--- config.mk ---
export PLATFORM = sky130hd
export DESIGN_NAME = swmv_div
export DESIGN_NICKNAME = d
export VERILOG_FILES = /design/src/hw/rtl/swmv_pkg.sv /design/src/hw/rtl/swmv_div.sv
export SDC_FILE = /design/constraint.sdc
export NUM_CORES = 1
export LEC_CHECK = 0
export BUFFER_PORTS_ARGS = -buffer_cell sky130_fd_sc_hd__buf_2
export CAP_MARGIN = 20
export CORE_UTILIZATION = 45
export CTS_CLUSTER_SIZE = 25
export DETAILED_ROUTE_END_ITERATION = 12
export PLACE_DENSITY_LB_ADDON = 0.2
export RECOVER_POWER = 100
export SLEW_MARGIN = 20
export SYNTH_ARGS = -nofsm -noshare
export SYNTH_HDL_FRONTEND = slang
export SYNTH_SLANG_ARGS = --single-unit
export TNS_END_PERCENT = 30
--- constraint.sdc ---
create_clock -name clk -period 3.8 [get_ports clk]
set_input_delay 0.19 -clock clk [delete_from_list [all_inputs] [get_ports clk]]
set_output_delay 0.19 -clock clk [all_outputs]
set_load 0.005 [all_outputs]
--- src/hw/rtl/swmv_pkg.sv ---
`default_nettype none
package swmv_pkg;

  localparam int MAX_WINDOW_DEF  = 64;
  localparam int SAMPLE_BITS_DEF = 16;

  localparam int CFG_W     = 7;
  localparam int MEAN_W    = 24;
  localparam int VAR_W     = 39;
  localparam int STD_W     = 24;
  localparam int FRAC_BITS = 8;

  localparam logic [CFG_W-1:0] WINDOW_RESET = CFG_W'(8);

  typedef enum logic [9:0] {
    ST_IDLE = 10'b0000000001,
    ST_UPD  = 10'b0000000010,
    ST_MUL  = 10'b0000000100,
    ST_VST  = 10'b0000001000,
    ST_VDIV = 10'b0000010000,
    ST_MST  = 10'b0000100000,
    ST_MDIV = 10'b0001000000,
    ST_SST  = 10'b0010000000,
    ST_SQRT = 10'b0100000000,
    ST_OUT  = 10'b1000000000
  } swmv_state_t;

endpackage
`default_nettype wire

--- src/hw/rtl/swmv_div.sv ---
`default_nettype none
// Restoring divider, one quotient bit per cycle.
module swmv_div
  import swmv_pkg::*;
#(
  parameter int NW   = 60,
  parameter int DENW = 14
) (
  input  wire logic            clk,
  input  wire logic            rst_n,
  input  wire logic            start,
  input  wire logic [NW-1:0]   dividend,
  input  wire logic [DENW-1:0] divisor,
  output logic                 done,
  output logic [NW-1:0]        quotient,
  output logic [DENW-1:0]      remainder
);
  localparam int CNTW = $clog2(NW + 1);

  logic [DENW-1:0] den_r;
  logic [DENW:0]   rem_r, rem_nxt;
  logic [NW-1:0]   q_r, q_nxt;
  logic [CNTW-1:0] cnt_r;
  logic            done_r;
  logic [DENW:0]   trial;

  always_comb begin
    trial = {rem_r[DENW-1:0], q_r[NW-1]};
    if (trial >= {1'b0, den_r}) begin
      rem_nxt = trial - {1'b0, den_r};
      q_nxt   = {q_r[NW-2:0], 1'b1};
    end else begin
      rem_nxt = trial;
      q_nxt   = {q_r[NW-2:0], 1'b0};
    end
  end

  always_ff @(posedge clk) begin
    if (!rst_n) begin
      cnt_r  <= '0;
      done_r <= 1'b0;
    end else begin
      done_r <= 1'b0;
      if (start) begin
        cnt_r <= CNTW'(NW);
      end else if (cnt_r != '0) begin
        cnt_r <= cnt_r - 1'b1;
        if (cnt_r == CNTW'(1)) begin
          done_r <= 1'b1;
        end
      end
    end
  end

  always_ff @(posedge clk) begin
    if (start) begin
      den_r <= divisor;
      rem_r <= '0;
      q_r   <= dividend;
    end else if (cnt_r != '0) begin
      rem_r <= rem_nxt;
      q_r   <= q_nxt;
    end
  end

  assign done      = done_r;
  assign quotient  = q_r;
  assign remainder = rem_r[DENW-1:0];
endmodule
`default_nettype wire

# Yosys cells after proc, flatten, opt, wreduce, memory -nomap -nowiden
# Index checks and enable logic that the tools add are counted.
dict set report totals {
  ff_bits 95
  inputBits 77
  out_inout_bits 75
  elab_cells 23
}
dict set report op_classes {
  addsub 2
  n_lt_le_gt_ge 1
  eq_ne 1
  muxes 7
  bitwise_logic 2
  reduce_logical 4
}
# cell n
set ops {}
lappend ops {{60-bit 2-to-1 mux} 2}
lappend ops {{15-bit by 14-bit >= comparator with 1-bit output} 1}
lappend ops {{14-bit 2-to-1 mux} 1}
lappend ops {{14-bit subtractor} 1}
lappend ops {{6-bit 2-to-1 mux} 2}
lappend ops {{6-bit by 1-bit equality test with 1-bit output, second input constant} 1}
lappend ops {{6-bit nonzero test} 1}
lappend ops {{6-bit by 1-bit subtractor with 6-bit output, second input constant} 1}
lappend ops {{3-bit OR reduction} 1}
lappend ops {{1-bit 2-to-1 mux} 2}
lappend ops {{1-bit NOT} 2}
lappend ops {{2-bit nonzero test} 1}
lappend ops {{2-bit OR reduction} 1}

# Longest topological paths before layout
dict set report logic_depth {
  depth_word 4
  ltp_mapped 11
  mapped_depth_nobuf 10
}

# Least setup slack after synthesis
# Ideal clock, no wire load.
dict set report synth_path {
  path_kind {reg2reg}
  from {register cnt_r[2]}
  to {register q_r[0] (netlist: quotient[0]), enable pin}
  setup_time_ps 662
  arrival_ps 2251
  required_ps 3138
  slack_ps 887
  stages_incl_launch_ff 4
  path_buffers 0
  synth_period_minus_slack_ps 2913
  path_cell_list {dfxtp_1 > or3_1 > nor3b_2 > nand2_1}
}
dict set report synth_via {
  elab_chain_cells 2
}
# item line_no
set synth_lines {}
lappend synth_lines {{start, declared} swmv_div.sv:23} ;# logic [CNTW-1:0] cnt_r;
lappend synth_lines {{start signal, assigned} swmv_div.sv:45} ;# cnt_r <= CNTW'(NW);
lappend synth_lines {{start signal, assigned} swmv_div.sv:47} ;# cnt_r <= cnt_r - 1'b1;
lappend synth_lines {{6-bit nonzero test} swmv_div.sv:60} ;# end else if (cnt_r != '0) begin
lappend synth_lines {{2-bit nonzero test (no source line)} -}
lappend synth_lines {{end signal, assigned} swmv_div.sv:59} ;# q_r <= dividend;
lappend synth_lines {{end signal, assigned} swmv_div.sv:62} ;# q_r <= q_nxt;
lappend synth_lines {{end, declared} swmv_div.sv:22} ;# logic [NW-1:0] q_r, q_nxt;
# Every way passes these cells.
# A chain may end at the register's enable or synchronous reset.

# Final worst setup path
dict set report layout_path {
  from {register den_r[10]}
  to {register rem_r[6]}
}
dict set report layout_via {
  elab_chain_cells 2
}
# item line_no
set layout_lines {}
lappend layout_lines {{start, declared} swmv_div.sv:20} ;# logic [DENW-1:0] den_r;
lappend layout_lines {{start signal, assigned} swmv_div.sv:57} ;# den_r <= divisor;
lappend layout_lines {{15-bit by 14-bit >= comparator with 1-bit output} swmv_div.sv:29} ;# if (trial >= {1'b0, den_r}) begin
lappend layout_lines {{14-bit 2-to-1 mux} swmv_div.sv:29}
lappend layout_lines {{end signal, assigned} swmv_div.sv:61} ;# rem_r <= rem_nxt;
lappend layout_lines {{end, declared} swmv_div.sv:21} ;# logic [DENW:0] rem_r, rem_nxt;
# Every way passes these cells.

==> reports/qor.txt <==
Crit path time final -> 3.00 ns
DIE AREA -> 0.0110 mm²
Standard-cell rows -> 37
Worst-path clk slew -> 0.09 ns
Fin worst setup slack -> 0.799 ns
Peak supply drop -> 0.282 mV
Crit-path slowest cell -> or2_0
Fin nets -> 612
Max Buffers Root-to-Sink -> 2
Vias -> 3483
Initial Utilization -> 46.2%
Fmax -> 0.333 GHz
RePlAce Congestion -> 0.884
Setup violations, final -> 0
WP data required -> 3.93 ns
Antenna cell count -> 0
Crit path max fanout -> 13
Post-synthesis sequential area ratio -> 55.7%
R2R depth -> 8
Setup WS pre-CTS -> 1.21 ns
Status -> finished with violations
Crit end category -> register
Final TNS setup -> 0 ns
FFs w/ async S/R, synth -> 0%
Global Route Usage Sum -> 20.0%
Seq cells post-synth -> 95
CTS tree -> done
Yosys warns -> 0
CTS Sinks -> 95
Detailed-route DRC error count -> 0
H-tree levels -> 3
Crit share post-route -> 79.0%
CP max stage delay -> 0.87 ns
Initial antenna violation count -> 0
Via density -> 5.29
Clock Skew -> 0.0107 ns
Post-Synthesis Net Count -> 449
Hold Path Depth -> 2
IO Pins -> 152
LEAKAGE -> 2.46 nW
Syn Area/Cell -> 13.4 µm²
Die H -> 105 µm
Gr ovfl total -> 0
Pre-antenna DRT Iters -> 4
Hold WS -> 0.0859 ns
Clock Tree Root -> clkbuf_8
WL per Instance -> 15.9 µm
Commonest non-fill, non-tap cell in the layout -> buf_2
Reg2Reg Launch Point -> den_r[10]$_DFFE_PP_
Least-Margin Pin Slew -> 2.39 ns
Hold Path Class -> input port to register
CTS Buf Count -> 9
CP startpoint kind -> register
Routed wire length -> 10400 µm
Worst slew margin -> -59.4%
Hpwl dp -> 7520 µm
Pwr dens -> 578 mW/mm²
Largest net degree at the start of global routing -> 60
Leading register cell type out of synthesis -> edfxtp_1
DR iter-0 viols -> 133
Resize count post-CTS -> 0
RSZ-0062 raised after global routing -> false
EDFF count, synth -> 74
Post-CTS Setup Bufs -> 0
Max cap viols -> 1
Yosys top cell by area -> edfxtp_1
Synth cell types -> 60
Design Power -> 3.37 mW
CP startpoint -> den_r[10]$_DFFE_PP_
Most frequent cells in the layout -> buf_2, edfxtp_1, mux2_2
WP data arrival -> 3.13 ns
Skew-Pair Late Insertion Delay -> 0.37 ns
Hold_sp -> rst_n
P&R area growth vs syn -> 22.9%
Top cell type's share of synthesized area -> 46.8%
Routed Antenna Nets -> 0
Fin. max-slew vios -> 47
Layout cells sized above 1 -> 38.7%
Final hold vios -> 0
Failing checks -> capacitance limit, slew limit
Worst-path cell chain -> inv_1, ha_1, nand4_1, or2_4, o221ai_1, or2_0, mux2i_1, a211oi_1
PortBufs -> 151
Largest cells by area after synthesis -> edfxtp_1, mux2_2, dfxtp_1, ha_1, mux2i_1
Synthesized instance count -> 354
First-pass GRT wire length -> 17000 µm
Hold_buf cts -> 13
Critical setup path kind -> register to register
Post-Syn Area -> 0.00474 mm²
Vias in the first global route -> 3556
Width of the die -> 105 µm
Core area -> 0.0103 mm²
-- power by group --
group	total, mW	internal (mW)	leakage, nW	switching (mW)
Sequential	1.48	1.33	0.942	0.144
Combinational	1.22	0.587	1.43	0.629
Clock	0.676	0.324	0.0976	0.352
-- flip-flops by register name (all words and copies together), names as in the netlist --
name / cells
quotient: 60
den_r: 14
rem_r: 14
cnt_r: 6
done: 1
-- worst max-delay path, delay by kind of cell (launching register included) --
kind,cells,cell delay [ns]
compound gates,2,0.38
fa+ha+maj,1,0.39
buf+inv,1,0.04
flops,1,0.33
mux,1,0.28
simple gates,3,1.33
-- path summary, 6_finish.rpt --
check             slack [ns]                    end
setup / recovery        0.80  rem_r[6]$_SDFFE_PP0N_
hold / removal          0.09  cnt_r[2]$_SDFFE_PN0P_
setup reg to reg        0.80  rem_r[6]$_SDFFE_PP0N_
hold reg to reg         0.54  cnt_r[1]$_SDFFE_PP0N_
-- stage by stage --
step | util [%] | cell area [µm²] | cells
after global placement | 54.1 | 5560 | 628
after CTS | 57.3 | 5890 | 657
after floorplan | - | 4740 | 354
after detailed placement | 54.1 | 5560 | 628
final | 56.7 | 5830 | 658
after global routing | 56.7 | 5830 | 658
-- final cells by class --
| cell class | count | area, µm² |
|---|---|---|
| inverter | 20 | 75.1 |
| timing repair buffer | 168 | 868 |
| multi-input combinational | 223 | 1880 |
| clock buffer | 13 | 149 |
| fill | 955 | 4450 |
| tap | 136 | 170 |
| clock inverter | 3 | 43.8 |
| sequential | 95 | 2640 |
-- per-layer routing --
layer	wire length, µm	GRT usage, %	vias to the layer above
li1	-	-	1680
met1	4440	24.0	1671
met4	216	9.15	0
met2	5080	33.0	115
met3	697	5.93	17
met5	0	0	-
-- kinds of logic after synthesis --
| group | after synthesis | share of synthesized area, % |
|---|---|---|
| AOI/OAI and AO/OA | 69 | 10.3 |
| muxes | 70 | 16.4 |
| and+or+nand+nor | 56 | 6.46 |
| buffers and inverters | 36 | 4.38 |
| xor gates and xnor gates | 10 | 1.85 |
| adders and majority gates | 18 | 4.91 |
| DFF | 95 | 55.7 |
-- synthesized netlist by cell type, types with 2 or more instances --
library cell and count:
nor2_1 17, dfxtp_1 21, a31oi_1 2, clkbuf_8 3, nand4_1 3, nand3_1 4
mux2i_1 9, nor3_1 2, mux2_2 61, and3_1 2, a2111o_1 2, nand2_1 12
edfxtp_1 74, o21ai_0 10, a21o_1 3, inv_1 20, clkbuf_1 8, buf_6 3
a211oi_1 11, xnor2_1 6, or3_1 3, o211ai_1 3, xor2_1 4, a21oi_1 16
a21boi_0 2, ha_1 17, o21a_1 3
Power figures use the tool's default switching activity.
