File: config.mk
export PLATFORM = sky130hd
export DESIGN_NAME = swmv_isqrt
export DESIGN_NICKNAME = d
export VERILOG_FILES = /design/src/hw/rtl/swmv_pkg.sv /design/src/hw/rtl/swmv_isqrt.sv
export SDC_FILE = /design/constraint.sdc
export NUM_CORES = 1
export LEC_CHECK = 0
export ABC_AREA = 1
export CAP_MARGIN = 10
export CORE_AREA = 2 2 206 208
export DETAILED_ROUTE_END_ITERATION = 10
export DIE_AREA = 0 0 208 210
export DONT_BUFFER_PORTS = 1
export GPL_TIMING_DRIVEN = 0
export PLACE_DENSITY = 0.62
export REMOVE_ABC_BUFFERS = 1
export SETUP_SLACK_MARGIN = 0.15
export SYNTH_ARGS = -nofsm -noshare
export SYNTH_HDL_FRONTEND = slang
export SYNTH_SLANG_ARGS = --single-unit
export TNS_END_PERCENT = 10
File: constraint.sdc
create_clock -name clk -period 18.2 [get_ports clk]
set_input_delay 0.91 -clock clk [delete_from_list [all_inputs] [get_ports clk]]
set_output_delay 0.91 -clock clk [all_outputs]
set_load 0.02 [all_outputs]
File: src/hw/rtl/swmv_pkg.sv
`default_nettype none
package swmv_pkg;

  localparam int MAX_WINDOW_DEF  = 64;
  localparam int SAMPLE_BITS_DEF = 16;

  localparam int CFG_W     = 7;
  localparam int MEAN_W    = 24;
  localparam int VAR_W     = 39;
  localparam int STD_W     = 24;
  localparam int FRAC_BITS = 8;

  localparam logic [CFG_W-1:0] WINDOW_RESET = CFG_W'(8);

  typedef enum logic [9:0] {
    ST_IDLE = 10'b0000000001,
    ST_UPD  = 10'b0000000010,
    ST_MUL  = 10'b0000000100,
    ST_VST  = 10'b0000001000,
    ST_VDIV = 10'b0000010000,
    ST_MST  = 10'b0000100000,
    ST_MDIV = 10'b0001000000,
    ST_SST  = 10'b0010000000,
    ST_SQRT = 10'b0100000000,
    ST_OUT  = 10'b1000000000
  } swmv_state_t;

endpackage
`default_nettype wire

File: src/hw/rtl/swmv_isqrt.sv
`default_nettype none
// Integer square root, two radicand bits per cycle.
module swmv_isqrt
  import swmv_pkg::*;
#(
  parameter int NW = 60
) (
  input  wire logic          clk,
  input  wire logic          rst_n,
  input  wire logic          start,
  input  wire logic [NW-1:0] radicand,
  output logic               done,
  output logic [(NW+1)/2-1:0] root
);
  localparam int RW   = (NW + 1) / 2;
  localparam int SW   = 2 * RW;
  localparam int CNTW = $clog2(RW + 1);

  logic [SW-1:0]   v_r, root_r, bit_r;
  logic [SW-1:0]   trial;
  logic [CNTW-1:0] cnt_r;
  logic            done_r;

  assign trial = root_r + bit_r;

  always_ff @(posedge clk) begin
    if (!rst_n) begin
      cnt_r  <= '0;
      done_r <= 1'b0;
    end else begin
      done_r <= 1'b0;
      if (start) begin
        cnt_r <= CNTW'(RW);
      end else if (cnt_r != '0) begin
        cnt_r <= cnt_r - 1'b1;
        if (cnt_r == CNTW'(1)) begin
          done_r <= 1'b1;
        end
      end
    end
  end

  always_ff @(posedge clk) begin
    if (start) begin
      v_r    <= SW'(radicand);
      root_r <= '0;
      bit_r  <= SW'(1) << (SW - 2);
    end else if (cnt_r != '0) begin
      if (v_r >= trial) begin
        v_r    <= v_r - trial;
        root_r <= (root_r >> 1) + bit_r;
      end else begin
        root_r <= root_r >> 1;
      end
      bit_r <= bit_r >> 2;
    end
  end

  assign done = done_r;
  assign root = root_r[RW-1:0];
endmodule
`default_nettype wire

======== Word-level counts from Yosys, hierarchy flattened ========
Cells that the tools add are included.
storage, ports and cells
  flip-flop bits (word level) ............. 156
  input bits .............................. 63
  output and inout bits ................... 31
  logic and storage cells ................. 27
cells by class
  add/sub/neg operators ................... 4
  $lt $le $gt $ge ......................... 1
  equal/unequal tests ..................... 1
  multiplexer cells ....................... 7
  bitwise gates (word level) .............. 2
  reduce and logical (&&, ||, !) cells .... 6
operator list
  kind                   number
  $mux W60               4
  $add A59 B59 Y60       1
  $add A60 B59 Y60       1
  $ge A60 B60 Y1         1
  $sub A60 B60 Y60       1
  $mux W5                2
  $eq A5 B1 Y1 const B   1
  $reduce_bool A5 Y1     1
  $sub A5 B1 Y5 const B  1
  $reduce_bool A2 Y1     2
  $reduce_or A3 Y1       1
  $not A1 Y1             2
  $reduce_and A2 Y1      1
  $reduce_or A2 Y1       1
  $mux W1                1

======== Longest topological paths before layout ========
  word-level depth ........................ 5
  mapped depth ............................ 31
  depth with buffers taken out ............ 29

======== Worst setup path after synthesis ========
OpenSTA, ideal clock, no wires.
  path type ............................... register to register
  start ................................... register root_r[4]
  end ..................................... register v_r[0], enable pin
  library setup time ...................... 0.514 ns
  data arrival time ....................... 6.437 ns
  data required time ...................... 17.686 ns
  setup slack ............................. 11.250 ns
  stages on the path, launching flop included .. 24
  buffers on the path ..................... 1
  period minus slack after synthesis ...... 6.950 ns
  path through ............................ dfxtp_1 > ha_1 > nand2_1 > inv_1 > o21ai_0 > o21bai_1 > nand2_1 > nand3b_1 > nand2_1 > nand2_1 > nand2_1 > nand2_1 > nand2_1 > nand2_1 > ha_1 > nand2_1 > nor2_2 > inv_2 > nor2_2 > nand2_1 > nor2_1 > nand2_4 > clkbuf_1 > a31oi_1
between the ends
  word-level cells in the longest chain between the ends .. 4
ends and longest elaborated chain
  what                                 line              text
  start, declared                      swmv_isqrt.sv:19  logic [SW-1:0] v_r, root_r, bit_r;
  start signal, assigned               swmv_isqrt.sv:51  root_r <= (root_r >> 1) + bit_r;
  start signal, assigned               swmv_isqrt.sv:53  root_r <= root_r >> 1;
  $add A60 B59 Y60                     swmv_isqrt.sv:24  assign trial = root_r + bit_r;
  $ge A60 B60 Y1                       swmv_isqrt.sv:49  if (v_r >= trial) begin
  $reduce_bool A2 Y1 (no source line)  -
  $reduce_and A2 Y1 (no source line)   -
  end signal, assigned                 swmv_isqrt.sv:45  v_r <= SW'(radicand);
  end signal, assigned                 swmv_isqrt.sv:50  v_r <= v_r - trial;
  end, declared                        swmv_isqrt.sv:19
Every way passes these cells.
A chain may end at the register's enable or synchronous reset.

======== Worst setup path in the final report ========
  start ................................... register root_r[28]
  end ..................................... register v_r[41], enable pin
Same word-level chain as after synthesis.

==> key figures <==
Outcome
  – Outcome: finished, final reports clean

Pwr
  – Sequential power share: 22.5%
  – Sw Pwr: approximately 1.6 mW
  – Switching Fraction: 55.1%
  – Int Pwr: approximately 1.3 mW
  – Leakage power: around 9.4 nW
  – Worst VDD drop: roughly 0.16 mV
  – PwrDens: roughly 150 mW/mm²
  – Pwr Total: 2.93 mW
  – Clock power share: between 10 and 15%
  – Comb pwr share: 65.1%

Clock network
  – Num Clock Sinks: 156
  – Clock Latency Late Sink: approximately 0.5 ns
  – # hold bufs at CTS: 0
  – TritonCTS clock tree: done
  – PostCTS Resize Cnt: 0
  – Inserted Clock Buffers: 17
  – Post-CTS Setup Inserts: 0
  – H-tree depth: 4
  – Clk root buf: clkbuf_16
  – Reg clk slew, reported paths: roughly 0.070 ns
  – Clk buf depth: 2

Place
  – Gp weighted congestion: 0.955
  – Cell Count Post-Placement: ~3800
  – Port bufs: 0
  – Detailed Place HPWL: about 63 mm

Layout
  – Layout cells sized above 1: 2.59%
  – Layout overhead on the synthesized area: 4.95%
  – Fin nets: approximately 3500
  – Post-route insts no fill: around 3800
  – N_diodes: 0
  – Commonest non-fill, non-tap cell in the layout: nand2_1
  – Final Util: between 40% and 50%
  – Most used cells in the layout excluding fill and tap cells: nand2_1, inv_1, nand3_1

Logic synthesis
  – Largest family of logic cells by synthesized area: simple AND/OR/NAND/NOR gates
  – Simple-gate share of the synthesized area: approximately 42%
  – Seq/Total Area, Yosys: 19.8%
  – Post-Synth Adder-Cell Area: 8.35%
  – Mux contribution to synthesized area: 0%
  – Post-synth ARST share: 0%
  – Post-synthesis xor/xnor area fraction: between 3 and 4%
  – Warnings, synthesis: 0
  – Compound-cell area share of the yosys netlist: between 10% and 20%
  – Dominant synthesized flop cell: dfxtp_1
  – Synthesized area per cell: approximately 5.6 µm²
  – Syn Std Cell Area: 0.0188 mm²
  – Synth Instances: 3331
  – Number of synthesized flops with an enable pin: 60
  – Netlist cell types: 47
  – #FFs+latches synth: around 160

Timing
  – Post-route minimum period: 6.37 ns
  – Final setup viols: 0
  – Final hold violations: 0
  – Fin crit share: a little over a third
  – RSZ-0062 raised after global routing: no
  – Worst-Margin Slew: 1.01 ns
  – Maximum clock frequency: roughly 160 MHz
  – Slew margin rel.: about 32%
  – Setup_tns: 0 ns
  – Slew Limit Fails: 0
  – Worst Clk Skew: 0.0104 ns

Worst hold path
  – HP Class: reg -> reg
  – Hold depth: 1

Setup path
  – CP peak stage delay: 0.70 ns
  – CP required: around 18 ns
  – Worst EP arrival: 6.58 ns
  – Worst-path cell chain: ha_1, nand2_1, o21ai_0, nand2_1, o21ai_0, a21oi_1, nor3_1, nor2_1, nand3b_1, nand2_1, ha_1, nand2_1, nor2_1, nand3_1, nor2_1, nand2_1, nand3_1, nor2_4, buf_12, a31oi_4, buf_12, buf_16
  – Slowest CP cell: dfxtp_1
  – Startpoint Class: register
  – Reg2Reg Depth: 22
  – Crit Path Category: reg -> reg
  – Kind of end point of the critical path: register
  – Most frequent cell on the critical path: nand2_1
  – Flop2flop setup slack: roughly 12 ns
  – Worst-path fanout max: 26

Floorplan
  – Core area: a little over 0.04 mm²
  – I/O pins: 94
  – Die Area: roughly 0.044 mm²
  – Initial core utilization: between 40 and 50%
  – Placement Rows: 75
  – Die X: between 200 and 250 µm
  – DIE HEIGHT: about 210 µm

Routing
  – DR vias/cell: 5.48
  – Vias: 20934
  – Starting DRT DRC Count: between 1500 and 2000
  – WL per Instance: just under 20 µm
  – Drt first pass iters: 5
  – Post-route ant nets: 0
  – Drt drc: 0
  – Routed wire length: ~75 mm

GRT
  – First-pass GRT wire length: 114 mm
  – Antenna violations before repair: 0
  – Vias in the first global route: 20617
  – GRT Residual Overflow: 0
  – Total GRT Usage: ~34%
  – Largest net degree at the start of global routing: 81

Flow run
  – MaxCap Viol Count: 0
## through the flow
stage	area (µm²)	hold slack (ns)	setup WS (ns)
floorplan	18300	0.426	11.12
global placement	19000	0.451	7.56
detailed placement	19200	0.455	11.94
CTS	19700	0.476	11.91
global route	19700	0.507	11.51
finish	19700	0.473	11.83
## power by group through the flow
stage / sequential, mW / clock, mW / combinational [mW]
2_1_floorplan: 0.610 / 0 / 1.32
4_1_cts: 0.653 / 0.371 / 1.88
3_5_place_dp: 0.660 / 0 / 1.87
5_1_grt: 0.667 / 0.380 / 2.14
6_report: 0.657 / 0.365 / 1.91
3_3_place_gp: 0.673 / 0 / 1.82
## final timing paths
path                        to                     from
max          v_r[41]$_DFFE_PP_  root_r[28]$_SDFFE_PP0P_
min reg2reg    done$_SDFF_PP0_    cnt_r[4]$_SDFFE_PN0P_
max reg2reg  v_r[41]$_DFFE_PP_  root_r[28]$_SDFFE_PP0P_
min            done$_SDFF_PP0_    cnt_r[4]$_SDFFE_PN0P_
## logic make-up (layout without fill, tap and decap cells)
logic type,Yosys count,after routing
adder cells (fa/ha/maj),125,125
XOR/XNOR,85,85
buffers and inverters,641,591
flip-flops,156,156
AO/OA/AOI/OAI,423,423
AND/OR/NAND/NOR,1901,1901
## synth_stat cells, types with 4 or more instances
library cell,instances,area share (%)
nand2_1,1145,23
inv_1,540,11
nand3_1,310,8.2
nor2_1,291,5.8
o21ai_0,168,4.5
a21oi_1,164,4.4
ha_1,124,8.2
dfxtp_1,96,10
edfxtp_1,60,9.6
xnor2_1,48,2.2
nand4_1,42,1.4
clkbuf_1,39,0.78
xor2_1,37,1.7
nor3_1,34,0.90
nand3b_1,31,1.2
buf_4,30,1.2
o22ai_1,30,1.0
o21ai_1,19,0.51
o21bai_1,16,0.64
or2_2,12,0.40
buf_2,11,0.29
nor2_2,11,0.37
inv_2,10,0.20
a21o_1,6,0.24
nor4_1,6,0.20
a31oi_1,5,0.17
and2_1,5,0.17
and3_1,5,0.17
buf_6,5,0.30
buf_1,4,0.080
## metal layers
metal	GRT usage, %	up-vias	part of all wire (%)
met4	22.2	0	7.0
met1	40.8	9537	41
li1	-	10469	-
met2	59.4	726	47
met5	0	-	0
met3	3.71	202	5.2
## final cells by class
class                      count  area (µm²)
timing repair buffer           8         183
fill                        4560       21700
inverter                     551        2070
clock buffer                  18         439
clock inverter                14         125
tap                          539         674
sequential                   156        3720
multi-input combinational   2534       12500
## state kept, by name, indices dropped and copies added, names as in the netlist
name    flops
v_r        60
bit_r      30
root_r     60
done        1
cnt_r       5
## worst max-delay path: cells and delay by family, from the launching register on
family / cells / cell delay, ns
AND/OR/NAND/NOR: 13 / 2.14
flip-flops: 1 / 0.70
adder cells (fa/ha/maj): 2 / 0.68
buffers and inverters: 3 / 0.70
AO/OA/AOI/OAI: 4 / 1.77
Note: power is estimated with default switching activity, not from simulation.
